--- src/hw/rtl/nha_pkg.sv ---
// Shared types and constants for the node hash accumulator.
`timescale 1ns / 1ps

package nha_pkg;

  localparam logic [63:0] MixMul    = 64'h0e98_46af_9b1a_615d;
  localparam logic [63:0] GoldenAdd = 64'h0000_0000_9e37_79b9;

  typedef enum logic [1:0] {
    OpBegin   = 2'd0,
    OpOrdered = 2'd1,
    OpCommut  = 2'd2,
    OpParent  = 2'd3
  } op_e;

  typedef struct packed {
    logic        start;
    logic [63:0] x;
  } mix_req_t;

  typedef struct packed {
    logic        done;
    logic [63:0] y;
  } mix_rsp_t;

endpackage

--- src/hw/rtl/node_hash_accumulator_core.sv ---
// Top level of the node hash accumulator: sequencer, hash state and output register.
//
// Input channel (in_valid_i / in_ready_o) carries one request: op_i, value_i,
// oper_index_i, last_i. Output channel (out_valid_o / out_ready_i) carries hash_o,
// produced only for requests with last_i set.
// One request is in flight at a time; in_ready_o is low while it is worked on.
// A begin request needs no mix, an ordered or commutative child one, a parent two.
// Each 64-bit mix is two 64-bit multiplies, each as three passes through the one
// shared 32x32 multiplier plus a fold step.
// A last request's hash is registered into the output register when it commits.
// The output register holds one hash; a stalled receiver holds the block only
// when a new last request finishes while the previous hash is still waiting.
// Reset clears the running hash, the base seed and the output valid.
`timescale 1ns / 1ps

module node_hash_accumulator_core (
  input  logic        clk_i,
  input  logic        rst_ni,
  input  logic        in_valid_i,
  output logic        in_ready_o,
  input  logic [1:0]  op_i,
  input  logic [63:0] value_i,
  input  logic [63:0] oper_index_i,
  input  logic        last_i,
  output logic        out_valid_o,
  input  logic        out_ready_i,
  output logic [63:0] hash_o
);

  localparam logic [1:0] StIdle = 2'd0;
  localparam logic [1:0] StMix1 = 2'd1;
  localparam logic [1:0] StMix2 = 2'd2;
  localparam logic [1:0] StFin  = 2'd3;

  logic [1:0]        state_q, state_d;
  nha_pkg::op_e      op_q, op_d;
  logic              last_q, last_d;
  logic [63:0]       idx_q, idx_d;
  logic [63:0]       res_q, res_d;
  logic [63:0]       run_q, run_d;
  logic [63:0]       base_q, base_d;
  logic              out_valid_q, out_valid_d;
  logic [63:0]       hash_q, hash_d;
  logic              accept;
  logic              commit;
  logic [63:0]       seed_sel;
  nha_pkg::op_e      op_in;
  nha_pkg::mix_req_t mix_req;
  nha_pkg::mix_rsp_t mix_rsp;

  nha_mixer u_mixer (
    .clk_i  (clk_i),
    .rst_ni (rst_ni),
    .req_i  (mix_req),
    .rsp_o  (mix_rsp)
  );

  assign op_in      = nha_pkg::op_e'(op_i);
  assign in_ready_o = (state_q == StIdle);
  assign accept     = in_valid_i && in_ready_o;
  assign commit     = (state_q == StFin) && (!last_q || !out_valid_q || out_ready_i);
  assign seed_sel   = (op_in == nha_pkg::OpOrdered) ? run_q : base_q;

  always_comb begin
    state_d       = state_q;
    op_d          = op_q;
    last_d        = last_q;
    idx_d         = idx_q;
    res_d         = res_q;
    run_d         = run_q;
    base_d        = base_q;
    hash_d        = hash_q;
    out_valid_d   = out_valid_q && !out_ready_i;
    mix_req.start = 1'b0;
    mix_req.x     = seed_sel + nha_pkg::GoldenAdd + value_i;
    unique case (state_q)
      StIdle: begin
        if (accept) begin
          op_d   = op_in;
          last_d = last_i;
          idx_d  = oper_index_i;
          if (op_in == nha_pkg::OpBegin) begin
            res_d   = value_i;
            state_d = StFin;
          end else begin
            mix_req.start = 1'b1;
            state_d       = StMix1;
          end
        end
      end
      StMix1: begin
        if (mix_rsp.done) begin
          if (op_q == nha_pkg::OpParent) begin
            mix_req.start = 1'b1;
            mix_req.x     = mix_rsp.y + nha_pkg::GoldenAdd + idx_q;
            state_d       = StMix2;
          end else begin
            res_d   = (op_q == nha_pkg::OpOrdered) ? mix_rsp.y : run_q + mix_rsp.y;
            state_d = StFin;
          end
        end
      end
      StMix2: begin
        if (mix_rsp.done) begin
          res_d   = run_q + mix_rsp.y;
          state_d = StFin;
        end
      end
      StFin: begin
        if (commit) begin
          run_d = res_q;
          if (op_q == nha_pkg::OpBegin) begin
            base_d = res_q;
          end
          if (last_q) begin
            hash_d      = res_q;
            out_valid_d = 1'b1;
          end
          state_d = StIdle;
        end
      end
      default: state_d = StIdle;
    endcase
  end

  always_ff @(posedge clk_i or negedge rst_ni) begin
    if (!rst_ni) begin
      state_q     <= StIdle;
      run_q       <= 64'd0;
      base_q      <= 64'd0;
      out_valid_q <= 1'b0;
    end else begin
      state_q     <= state_d;
      run_q       <= run_d;
      base_q      <= base_d;
      out_valid_q <= out_valid_d;
    end
  end

  always_ff @(posedge clk_i) begin
    op_q   <= op_d;
    last_q <= last_d;
    idx_q  <= idx_d;
    res_q  <= res_d;
    hash_q <= hash_d;
  end

  assign out_valid_o = out_valid_q;
  assign hash_o      = hash_q;

endmodule

--- src/hw/rtl/nha_mul32.sv ---
// Shared 32x32 multiplier with registered 64-bit product.
`timescale 1ns / 1ps

module nha_mul32 (
  input  logic        clk_i,
  input  logic [31:0] a_i,
  input  logic [31:0] b_i,
  output logic [63:0] p_o
);

  logic [63:0] p_q;

  always_ff @(posedge clk_i) begin
    p_q <= {32'd0, a_i} * {32'd0, b_i};
  end

  assign p_o = p_q;

endmodule

--- src/hw/rtl/nha_mixer.sv ---
// 64-bit xor-shift/multiply mixer built on one shared 32x32 multiplier.
`timescale 1ns / 1ps

module nha_mixer (
  input  logic              clk_i,
  input  logic              rst_ni,
  input  nha_pkg::mix_req_t req_i,
  output nha_pkg::mix_rsp_t rsp_o
);

  localparam logic [2:0] StIdle = 3'd0;
  localparam logic [2:0] StM0   = 3'd1;
  localparam logic [2:0] StM1   = 3'd2;
  localparam logic [2:0] StM2   = 3'd3;
  localparam logic [2:0] StM3   = 3'd4;

  localparam logic [31:0] CLo = nha_pkg::MixMul[31:0];
  localparam logic [31:0] CHi = nha_pkg::MixMul[63:32];

  logic [2:0]  state_q, state_d;
  logic        round_q, round_d;
  logic        done_q, done_d;
  logic [63:0] a_q, a_d;
  logic [63:0] acc_q, acc_d;
  logic [63:0] y_q, y_d;
  logic [31:0] mul_a, mul_b;
  logic [63:0] prod;
  logic [63:0] acc_fin;

  nha_mul32 u_mul (
    .clk_i (clk_i),
    .a_i   (mul_a),
    .b_i   (mul_b),
    .p_o   (prod)
  );

  // low 64 bits of a * c = aL*cL + ((aH*cL + aL*cH) << 32)
  assign acc_fin = acc_q + {prod[31:0], 32'd0};

  always_comb begin
    state_d = state_q;
    round_d = round_q;
    done_d  = 1'b0;
    a_d     = a_q;
    acc_d   = acc_q;
    y_d     = y_q;
    mul_a   = a_q[31:0];
    mul_b   = CLo;
    unique case (state_q)
      StIdle: begin
        if (req_i.start) begin
          a_d     = req_i.x ^ (req_i.x >> 32);
          round_d = 1'b0;
          state_d = StM0;
        end
      end
      StM0: begin
        state_d = StM1;
      end
      StM1: begin
        mul_a   = a_q[63:32];
        acc_d   = prod;
        state_d = StM2;
      end
      StM2: begin
        mul_b   = CHi;
        acc_d   = acc_fin;
        state_d = StM3;
      end
      StM3: begin
        if (!round_q) begin
          a_d     = acc_fin ^ (acc_fin >> 32);
          round_d = 1'b1;
          state_d = StM0;
        end else begin
          y_d     = acc_fin ^ (acc_fin >> 28);
          done_d  = 1'b1;
          state_d = StIdle;
        end
      end
      default: state_d = StIdle;
    endcase
  end

  always_ff @(posedge clk_i or negedge rst_ni) begin
    if (!rst_ni) begin
      state_q <= StIdle;
      round_q <= 1'b0;
      done_q  <= 1'b0;
    end else begin
      state_q <= state_d;
      round_q <= round_d;
      done_q  <= done_d;
    end
  end

  always_ff @(posedge clk_i) begin
    a_q   <= a_d;
    acc_q <= acc_d;
    y_q   <= y_d;
  end

  assign rsp_o.done = done_q;
  assign rsp_o.y    = y_q;

endmodule

--- config.mk ---
export PLATFORM = sky130hd
export DESIGN_NAME = node_hash_accumulator_core
export DESIGN_NICKNAME = d
export VERILOG_FILES = /design/src/hw/rtl/nha_pkg.sv /design/src/hw/rtl/node_hash_accumulator_core.sv /design/src/hw/rtl/nha_mul32.sv /design/src/hw/rtl/nha_mixer.sv
export SDC_FILE = /design/constraint.sdc
export NUM_CORES = 2
export LEC_CHECK = 0
export BUFFER_PORTS_ARGS = -buffer_cell sky130_fd_sc_hd__buf_2
export CAP_MARGIN = 20
export CORE_MARGIN = 4
export CORE_UTILIZATION = 60
export DETAILED_ROUTE_END_ITERATION = 6
export HOLD_SLACK_MARGIN = 0.02
export PLACE_DENSITY = 0.77
export RECOVER_POWER = 100
export SLEW_MARGIN = 20
export SYNTH_ARGS = -nofsm -noshare
export SYNTH_HDL_FRONTEND = slang
export SYNTH_SLANG_ARGS = --single-unit
export TNS_END_PERCENT = 10
--- constraint.sdc ---
create_clock -name clk_i -period 24.9 [get_ports clk_i]
set_input_delay 2.49 -clock clk_i [delete_from_list [all_inputs] [get_ports clk_i]]
set_output_delay 2.49 -clock clk_i [all_outputs]
set_load 0.005 [all_outputs]
After elaboration in Yosys (flattened, before gate mapping):

Index checks and enable logic that the tools add are counted.

* bits in registers: 587
* output and inout port bits: 66
* word-level logic and storage cells: 105

* add/subtract/negate cells: 6
* multipliers: 1
* equality and inequality tests: 18
* muxes and demuxes: 37
* bitwise gates (word level): 3
* reduce and logical (&&, ||, !) cells: 24

Operator list (number)
* 2-to-1 mux 64 bit: 10
* adder 64 bit: 4
* case mux 64 bit (2 select lines): 2
* case mux 64 bit (3 select lines): 1
* 2-to-1 mux 65 bit: 2
* adder 64 x 32 -> 64 bit (second input constant): 2
* bitwise XOR 64 x 32 -> 64 bit: 2
* multiplier 32 x 32 -> 64 bit: 1
* 2-to-1 mux 32 bit: 2
* bitwise XOR 64 x 36 -> 64 bit: 1
* case mux 3 bit (5 select lines): 1
* 2-to-1 mux 1 bit: 10
* 2-to-1 mux 2 bit: 5
* AND reduction 3 bit: 3
* inequality test 2 x 1 -> 1 bit (second input constant): 4
* inequality test 2 bit (second input constant): 4
* case mux 2 bit (4 select lines): 1
* AND reduction 2 bit: 4
* equality test 2 x 1 -> 1 bit (second input constant): 3
* equality test 2 bit (second input constant): 3
* equality test 3 x 2 -> 1 bit (second input constant): 2
* zero test 2 bit: 3
* AND reduction 6 bit: 1
* case mux 1 bit (2 select lines): 2
* other kinds (10): 16

Logic depth before layout (Yosys ltp):

* depth in word-level cells: 10
* depth in mapped cells: 35
* mapped depth without buffers: 32

By module:

A second synthesis with hierarchy kept.

* cells, all modules: 7385
* area total of the unflattened synthesis: 71389.7 sq um

Modules (own cells, without submodules)
* nha_mul32: times used 1, cells each 3793, area an instance 34809.6 sq um
* node_hash_accumulator_core: times used 1, cells each 2771, area an instance 26222.6 sq um
* nha_mixer: times used 1, cells each 821, area an instance 10357.4 sq um

Least setup slack after synthesis:

No wires, ideal clock.

* kind: register -> register
* from: reg u_mixer.state_q[2]
* to: reg u_mixer.u_mul.p_q[61], in the netlist u_mixer.u_mul.p_o[61]
* library setup time: 0.072 ns
* arrival time: 10.962 ns
* data required time: 24.828 ns
* path slack: 13.866 ns
* stages on the path, launching flop included: 33
* path buffers: 4
* clock period less this slack: 11.034 ns
* cells stage by stage: dfrtp_1 -> nor2b_1 -> nor2b_1 -> clkbuf_1 -> buf_1 -> buf_2 -> mux2i_1 -> inv_1 -> nand2_1 -> inv_1 -> fa_1 -> fa_1 -> fa_1 -> inv_1 -> fa_1 -> inv_1 -> fa_1 -> fa_1 -> fa_1 -> fa_1 -> ha_1 -> buf_6 -> a21oi_2 -> o21ai_1 -> a2111oi_2 -> a21oi_1 -> or3_1 -> o21ai_2 -> o31ai_2 -> o41a_1 -> a311o_1 -> a21oi_1 -> xnor2_1

* word-level cells in the longest chain between the ends: 3

RTL lines
* start, declared: line nha_mixer.sv:20 `logic [2:0] state_q, state_d;`
* start signal, assigned: line nha_mixer.sv:87 `state_q <= StIdle;`
* start signal, assigned: line nha_mixer.sv:91 `state_q <= state_d;`
* equality test 3 x 2 -> 1 bit: line nha_mixer.sv:49 `unique case (state_q)`
* 2-to-1 mux 32 bit: line nha_mixer.sv:49
* multiplier 32 x 32 -> 64 bit *: line nha_mul32.sv:14 `p_q <= {32'd0, a_i} * {32'd0, b_i};`
* end signal, assigned: line nha_mul32.sv:14
* end, declared: line nha_mul32.sv:11 `logic [63:0] p_q;`

Mark *: on every way between the ends. The rest lies on a longest branch, timed or not.
A chain may end at the register's enable or synchronous reset.

Worst setup path after layout:

* from: reg u_mixer.state_q[2]
* to: reg u_mixer.u_mul.p_q[63], in the netlist u_mixer.u_mul.p_o[63]

The elaborated chain is that of the path after synthesis.

==> flow_metrics.env <==
export IMPL_yosysWarnings=0
export IMPL_cp_end_kind="flip-flop"
export IMPL_totalWireLength_um=192800
export IMPL_drc=0
export IMPL_dp_hpwl_um=159100
export IMPL_gr_usage_all_layers_pct=35.61
export IMPL_status="finished, violations left"
export IMPL_ant_nets=0
export IMPL_viasPerCell=6.120
export IMPL_die_area_um2=107800
export IMPL_worstReg2RegStart="u_mixer.state_q[2]"
export IMPL_cts_sinks=587
export IMPL_cts_resized_gates=0
export IMPL_grt_overflow=0
export IMPL_via_count=46700
export IMPL_rr_endpoint="u_mixer.u_mul.p_o[63]"
export IMPL_rows=117
export IMPL_area_growth_pct=6.152
export IMPL_cp_max_fo=73
export IMPL_netlist_instances=6124
export IMPL_worst_ep_arrival_time_ns=16.02
export IMPL_path_clk_slew_ns=0.07
export IMPL_diodes=0
export IMPL_ff2ff_setup_slack_ns=9.43
export IMPL_cp_common_cell="fa_1"
export IMPL_die_y_um=328.3
export IMPL_clk_latency_ns=0.67
export IMPL_min_path_cells=0
export IMPL_drtIter0Drc=4374
export IMPL_yosys_area_top_type="edfxtp_1"
export IMPL_grt_max_degree=76
export IMPL_tns_ns=0
export IMPL_crit_type="flip-flop to flip-flop"
export IMPL_worst_pin_slew_ns=4.287
export IMPL_place_gp_congestion=1.011
export IMPL_nets=7693
export IMPL_netlist_area_leader_share_pct=18.88
export IMPL_clock_path_buffers=3
export IMPL_htreeDepth=2
export IMPL_synthArstFlopShare_pct=23.17
export IMPL_violations="capacitance limit, slew limit"
export IMPL_start_kind="flip-flop"
export IMPL_required_ns=25.44
export IMPL_drive_gt1_share_pct=8.399
export IMPL_dr_pass1_iters=6
export IMPL_antenna_found_initial=0
export IMPL_wl_per_cell_um=25.27
export IMPL_cts_tree="yes"
export IMPL_die_w_um=328.3
export IMPL_clock_skew_ns=0.03987
export IMPL_holdCritPathClass="flip-flop to flip-flop"
export IMPL_path_buf_inv=8
export IMPL_finalMaxSlewViolations=975
export IMPL_synth_ff_type="edfxtp_1"
export IMPL_setup_viol=0
export IMPL_min_to="hash_o[10]"
export IMPL_grt_first_pass_wirelength_um=289100
export IMPL_synthDistinctLibCells=110
export IMPL_synth_most_common_cell="inv_1"
export IMPL_cp_slowest_stage_delay_ns=2.07
export IMPL_port_buffers=200
export IMPL_cpLargestDelayFamily="buffers and inverters"
export IMPL_postCtsHoldBufs=0
export IMPL_initial_utilization_pct=60.49
export IMPL_synth_edf_count=387
export IMPL_synth_seq_cells=587
export IMPL_cts_made_buffers=57
export IMPL_num_io_pins=201
export IMPL_postCtsSetupBuffers=0
export IMPL_synth_avg_cell_area_um2=10.05
export IMPL_drv_cap=21
export IMPL_yosysSeqAreaShare_pct=26.49
export IMPL_netlist_area_um2=61550
export IMPL_crit_slowest_cell="nand2_1"
export IMPL_finalHoldViolations=0
export IMPL_rsz0062_at_grt="false"
export IMPL_yosys_top_cells_count="inv_1 (994), ha_1 (777), fa_1 (567), nand2_1 (432), edfxtp_1 (387)"
export IMPL_layout_worst_path_cycle_share_pct=62.15
export IMPL_hp_start="res_q[10]"
export IMPL_final_min_clock_period_ns=15.47
export IMPL_yosys_top_cells_area="edfxtp_1 (19%), fa_1 (18%), ha_1 (16%), inv_1 (6.1%), dfrtp_1 (5.5%)"
export IMPL_fmax_mhz=64.62
export IMPL_slew_headroom_pct=-185.8
export IMPL_first_global_vias=47660
export IMPL_root_buffer="clkbuf_16"
export IMPL_core_area_um2=101700
export IMPL_r2r_worst_path_cells=30
-- stage by stage --
stage	cell area [um2]	worst slack (ns)	hold slack, ns	std cells	util, %
6_report	65330	9.426	0.4714	7631	64.22
5_1_grt	65330	8.510	0.4896	7631	64.22
4_1_cts	65720	14.02	0.4724	7631	64.59
3_5_place_dp	63770	14.04	0.4589	7523	62.68
3_3_place_gp	63770	14.27	0.4519	7523	62.68
2_1_floorplan	61560	13.87	0.4398	6127	-
-- area by class of cell --
| cell class | count | area [um2] |
|---|---|---|
| clock inverters | 33 | 302.8 |
| multi-input cells | 4341 | 40530 |
| fillers | 8355 | 36410 |
| clock buffers | 75 | 1639 |
| well taps | 1368 | 1712 |
| flip-flops and latches | 587 | 16310 |
| repair buffers | 232 | 1110 |
| inverters | 995 | 3735 |
-- layer usage --
layer / part of all wire, % / up-vias / GRT usage, %
li1: - / 21040 / -
met5: 0 / - / 0
met2: 47 / 2183 / 58.53
met3: 7.4 / 619 / 5.189
met4: 7.5 / 0 / 21.22
met1: 39 / 22860 / 44.92
-- cells by family after synthesis --
group	count (synthesis)	share of synthesized area (%)
AO/OA/AOI/OAI	1233	13.45
XOR/XNOR	369	5.367
adder cells (fa/ha/maj)	1344	34.24
AND/OR/NAND/NOR	1134	8.481
other	2	0.01220
multiplexers	256	4.550
flip-flops	587	26.49
buffers and inverters	1199	7.406
-- sequential cells by signal, summed over array words and instances (netlist names) --
| name | flops |
|---|---|
| u_mixer.state_q | 3 |
| base_q | 64 |
| u_mixer.done_q | 1 |
| last_q | 1 |
| out_valid_o | 1 |
| idx_q | 64 |
| u_mixer.y_q | 64 |
| hash_o | 64 |
| u_mixer.u_mul.p_o | 64 |
| state_q | 2 |
| u_mixer.acc_q | 64 |
| op_q | 2 |
| run_q | 64 |
| u_mixer.round_q | 1 |
| u_mixer.a_q | 64 |
| res_q | 64 |
-- how the worst max path moves through the flow --
stage,slack (ns),to,from,depth (start not counted)
global placement,14.27,u_mixer.u_mul.p_o[62],u_mixer.state_q[2],32
floorplan,13.87,u_mixer.u_mul.p_o[61],u_mixer.state_q[2],32
global route,8.51,u_mixer.u_mul.p_o[63],u_mixer.state_q[2],30
detailed placement,14.04,u_mixer.u_mul.p_o[62],u_mixer.state_q[2],32
CTS,14.02,u_mixer.u_mul.p_o[62],u_mixer.state_q[2],32
finish,9.43,u_mixer.u_mul.p_o[63],u_mixer.state_q[2],30
-- cell usage in the layout (no fill, tap or decap), types with 70 or more instances in the layout --
| cell type | instances |
|---|---|
| nand3_1 | 70 |
| edfxtp_1 | 387 |
| fa_1 | 567 |
| ha_1 | 777 |
| a21oi_1 | 375 |
| dfrtp_1 | 136 |
| mux2_2 | 189 |
| xor2_1 | 156 |
| nor2_1 | 287 |
| nand2_1 | 431 |
| buf_2 | 158 |
| o21ai_0 | 211 |
| a21o_1 | 185 |
| inv_1 | 993 |
| clkbuf_1 | 71 |
| xnor2_1 | 207 |
Power is left out: the tool's default activity adds up to more than one toggle a clock period on the data nets, which glitch-free logic cannot reach.
